**src/rtl/tptz_pkg.sv**
```systemverilog
// Package for the two-pole two-zero controller: field widths, register
// indexes, reset values and the structs passed between the modules.
// No dependencies.
`default_nettype none

package tptz_pkg;

  localparam int SAMPLE_W       = 12;
  localparam int ERR_W          = SAMPLE_W + 1;
  localparam int DRIVE_W        = 16;
  localparam int COEF_W         = 24;
  localparam int COEF_FRAC_BITS = 16;

  // Widest product is drive times coefficient; five of them need three more bits.
  localparam int PROD_W = DRIVE_W + COEF_W;
  localparam int SUM_W  = PROD_W + 3;

  localparam int CFG_IDX_W  = 3;
  localparam int CFG_DATA_W = COEF_W;

  localparam logic [CFG_IDX_W-1:0] REG_COEF_B0     = 3'd0;
  localparam logic [CFG_IDX_W-1:0] REG_COEF_B1     = 3'd1;
  localparam logic [CFG_IDX_W-1:0] REG_COEF_B2     = 3'd2;
  localparam logic [CFG_IDX_W-1:0] REG_COEF_A1     = 3'd3;
  localparam logic [CFG_IDX_W-1:0] REG_COEF_A2     = 3'd4;
  localparam logic [CFG_IDX_W-1:0] REG_DRIVE_MAX   = 3'd5;
  localparam logic [CFG_IDX_W-1:0] REG_INTEG_FLOOR = 3'd6;
  localparam logic [CFG_IDX_W-1:0] REG_OUT_FLOOR   = 3'd7;

  localparam logic [COEF_W-1:0]  RST_COEF_B0     = 24'h000000;
  localparam logic [COEF_W-1:0]  RST_COEF_B1     = 24'h000000;
  localparam logic [COEF_W-1:0]  RST_COEF_B2     = 24'h000000;
  localparam logic [COEF_W-1:0]  RST_COEF_A1     = 24'h010000;
  localparam logic [COEF_W-1:0]  RST_COEF_A2     = 24'h000000;
  localparam logic [DRIVE_W-1:0] RST_DRIVE_MAX   = 16'h7FFF;
  localparam logic [DRIVE_W-1:0] RST_INTEG_FLOOR = 16'h8000;
  localparam logic [DRIVE_W-1:0] RST_OUT_FLOOR   = 16'h8000;

  // All members hold two's complement values.
  typedef struct packed {
    logic [COEF_W-1:0]  coef_b0;
    logic [COEF_W-1:0]  coef_b1;
    logic [COEF_W-1:0]  coef_b2;
    logic [COEF_W-1:0]  coef_a1;
    logic [COEF_W-1:0]  coef_a2;
    logic [DRIVE_W-1:0] drive_max;
    logic [DRIVE_W-1:0] integ_floor;
    logic [DRIVE_W-1:0] out_floor;
  } cfg_t;

  typedef struct packed {
    logic [ERR_W-1:0]   err_prev1;
    logic [ERR_W-1:0]   err_prev2;
    logic [DRIVE_W-1:0] drive_prev1;
    logic [DRIVE_W-1:0] drive_prev2;
  } hist_t;

  typedef struct packed {
    logic [ERR_W-1:0]   err;
    logic [DRIVE_W-1:0] drive;
    logic [DRIVE_W-1:0] emit;
  } calc_res_t;

endpackage

`default_nettype wire

```
**src/rtl/tptz_cfg_regs.sv**
```systemverilog
// Configuration register file of the two-pole two-zero controller.
// Depends on tptz_pkg for register indexes, reset values and cfg_t.
`default_nettype none

module tptz_cfg_regs (
  input  wire logic                           clk,
  input  wire logic                           rst,
  input  wire logic                           cfg_write,
  input  wire logic [tptz_pkg::CFG_IDX_W-1:0]  cfg_index,
  input  wire logic [tptz_pkg::CFG_DATA_W-1:0] cfg_data,
  output tptz_pkg::cfg_t                      cfg
);
  import tptz_pkg::*;

  always_ff @(posedge clk) begin
    if (rst) begin
      cfg.coef_b0     <= RST_COEF_B0;
      cfg.coef_b1     <= RST_COEF_B1;
      cfg.coef_b2     <= RST_COEF_B2;
      cfg.coef_a1     <= RST_COEF_A1;
      cfg.coef_a2     <= RST_COEF_A2;
      cfg.drive_max   <= RST_DRIVE_MAX;
      cfg.integ_floor <= RST_INTEG_FLOOR;
      cfg.out_floor   <= RST_OUT_FLOOR;
    end else if (cfg_write) begin
      unique case (cfg_index)
        REG_COEF_B0:     cfg.coef_b0     <= cfg_data[COEF_W-1:0];
        REG_COEF_B1:     cfg.coef_b1     <= cfg_data[COEF_W-1:0];
        REG_COEF_B2:     cfg.coef_b2     <= cfg_data[COEF_W-1:0];
        REG_COEF_A1:     cfg.coef_a1     <= cfg_data[COEF_W-1:0];
        REG_COEF_A2:     cfg.coef_a2     <= cfg_data[COEF_W-1:0];
        REG_DRIVE_MAX:   cfg.drive_max   <= cfg_data[DRIVE_W-1:0];
        REG_INTEG_FLOOR: cfg.integ_floor <= cfg_data[DRIVE_W-1:0];
        REG_OUT_FLOOR:   cfg.out_floor   <= cfg_data[DRIVE_W-1:0];
        default: ;
      endcase
    end
  end

endmodule

`default_nettype wire

```
**config.mk**
```make
export PLATFORM = sky130hd
export DESIGN_NAME = tptz_cfg_regs
export DESIGN_NICKNAME = d
export VERILOG_FILES = /design/src/rtl/tptz_pkg.sv /design/src/rtl/tptz_cfg_regs.sv
export SDC_FILE = /design/constraint.sdc
export NUM_CORES = 1
export LEC_CHECK = 0
export ABC_CLOCK_PERIOD_IN_PS = 1300
export BUFFER_PORTS_ARGS = -buffer_cell sky130_fd_sc_hd__clkbuf_2
export CAP_MARGIN = 30
export CORE_MARGIN = 2
export CORE_UTILIZATION = 28
export DETAILED_ROUTE_END_ITERATION = 7
export PLACE_DENSITY = 0.56
export SKIP_CTS_REPAIR_TIMING = 1
export SLEW_MARGIN = 20
export SYNTH_ARGS = -nofsm -noshare
export SYNTH_HDL_FRONTEND = slang
export SYNTH_SLANG_ARGS = --single-unit
```
**constraint.sdc**
```tcl
create_clock -name clk -period 1.3 [get_ports clk]
set_clock_uncertainty 0.05 [all_clocks]
set_input_delay 0.195 -clock clk [delete_from_list [all_inputs] [get_ports clk]]
set_output_delay 0.195 -clock clk [all_outputs]
set_load 0.05 [all_outputs]
```
==> flow_summary.toml <==
[outcome]
status = "completed"

[run]
maxCapViolCount = 0

[global_routing]
grt_use_total = 0.151
grt_pass1_vias = 4831
grt_pass1_wl_um = 28200
grt-ovfl-total = 0
grt_max_degree = 51
antenna_found_initial = 0

[sta]
final.setup.tns_ns = 0
fin_crit_ns = 1.27
finalSetupViolCount = 0
relSlewSlack = 0.684
timing.fmax_mhz = 788
maxSlewViolCount = 0
finalCritPeriodShare = 0.977
hold_viol = 0
tightest_slew_ns = 0.473
holdWs_ns = 0.00606

[power]
finalPower_mw = 11.4
powerDensity_mw_per_mm2 = 1230
vdd_drop_max_mv = 0.704
p_leak_nw = 4.49

[logic_synthesis]
synth.net_count = 632
ys_seq_area_frac = 0.509
synth.avg_cell_area_um2 = 11.0
yosys_warnings = 0
yosys.cell_types.count = 16
synth-seq-cells = 168
synth_cells = 602
synth_area_mm2 = 0.00660

[clocking]
htreeDepth = 4
cts_buffer_depth = 2
clk_latency_ns = 0.43
cts_tree = "yes"
cts.clk_slew.worst_paths_ns = 0.07
cts_buffers = 17
cts_root_buffer = "clkbuf_16"
clkSinkCount = 168

[routing]
drcViolationCount = 0
drt-total-wl_um = 18500
drtIter0Drc = 205
post_drt_wl_per_cell_um = 16.1
dr_total_vias = 4860
viasPerCell = 4.24
dr.pass1.iters = 4
antenna_left = 0

[setup_path]
cp.arrival_ns = 1.02
reg2reg_from = "cfg[152]"
worstSetupPathType = "register to primary output"
end_kind = "primary output"
crit_family = "flip-flops"
slowest_delay_ns = 0.36
startpoint_type = "register"
crit_slowest_cell = "dfxtp_1"
reg2reg_depth = 2
path_max_fanout = 2
cp_cell_sequence = "clkbuf_4"
critPathBufInv = 1
required_ns = 1.05
r2r-end = "cfg[152]"
r2r_slack_ns = 0.61

[placed_design]
portBuffers = 197
gp_congestion = 0.744
dp_hpwl_um = 12700

[die]
ios = 198
fp.dieW_um = 158
core_mm2 = 0.0233
start_util = 0.283
rows = 56
die_area_mm2 = 0.0248
die_y_um = 158

[final_layout]
num-fill-cells = 2345
top_register = "cfg"
drive_above_1_share = 0.328
largestRegisters = "cfg x168"
insertedDiodeCount = 0
postLayoutCoreUtil = 0.396
largest_reg_flops = 168
final_nets = 844
area_growth_pct = 39.9

[min_path]
hold_class = "primary input to register"
min_to = "cfg[38]"
hold_depth = 3
worstHoldStart = "cfg_data[6]"
-- worst max path at each step --
stage / to / start / cells after the start
final: cfg[124] / cfg[124] / 1
after global placement: cfg[149] / cfg_index[1] / 5
after CTS: cfg[152] / cfg[152] / 1
after detailed placement: cfg[147] / cfg_index[1] / 5
after global routing: cfg[136] / cfg[136] / 1
after floorplan: cfg[157] / cfg_index[1] / 5
-- cells in the mapped netlist --
master	number	area [µm²]
buf_2	18	90.1
mux2i_1	168	1680
buf_12	1	20.0
nand4b_1	2	17.5
and4b_1	1	10.0
dfxtp_1	168	3360
nand4_1	1	6.26
nand2b_1	174	1090
nand4bb_1	3	33.8
buf_6	2	22.5
nor4b_1	1	8.76
or4b_4	1	13.8
nor4bb_1	1	10.0
buf_4	2	15.0
clkbuf_1	24	90.1
nor2_1	35	131
-- through the flow --
stage | instance area, µm² | std cells | setup WS (ns)
floorplan | 6620 | 602 | -0.0968
global placement | 8250 | 1110 | -0.146
detailed placement | 8250 | 1110 | -0.177
CTS | 8790 | 1141 | -0.0796
global route | 9240 | 1145 | -0.0109
finish | 9240 | 1145 | 0.0303
-- power by group --
group | internal [mW] | switching [mW] | total [mW]
sequential | 5.26 | 0.0606 | 5.32
clock | 2.52 | 2.26 | 4.78
combinational | 0.489 | 0.814 | 1.30
-- tightest hold or removal path, delay by kind of cell --
family                 cells  cell delay, ns
muxes                      1            0.11
and+or+nand+nor            1            0.04
buffers and inverters      1            0.10
-- layer usage --
layer  GRT usage  up-vias  share of wire
met5           0        -              0
met4      0.0398        0         0.0075
met3      0.0559        9          0.065
met2       0.234      131           0.44
met1       0.199     2311           0.48
li1            -     2409              -
-- cells by family (layout without fill, tap and decap cells) --
logic type             Yosys count  after routing  share of synthesized area
muxes                          168            168                      0.255
DFF                            168            168                      0.509
buffers and inverters           47            271                     0.0360
and+or+nand+nor                219            219                      0.200
-- placed cells by master, fill, tap and decap left out, drive strengths merged, types with 2 or more instances in the layout --
cell type    count
buf             95
clkbuf         160
clkinv           5
clkinvlp         3
dfxtp          168
dlygate4sd3      4
inv              4
mux2i          168
nand2b         174
nand4b           2
nand4bb          3
nor2            35
-- cell type report --
| class | instances | area (µm²) | share of cell area |
|---|---|---|---|
| clock buffer | 19 | 443 | 0.0479 |
| clock inverter | 12 | 96.3 | 0.0104 |
| tap | 319 | 399 | 0.0432 |
| multi-input combinational | 387 | 3030 | 0.328 |
| sequential | 168 | 3360 | 0.364 |
| timing repair buffer | 240 | 1910 | 0.206 |
No activity file was read; power rests on OpenSTA's default activity.
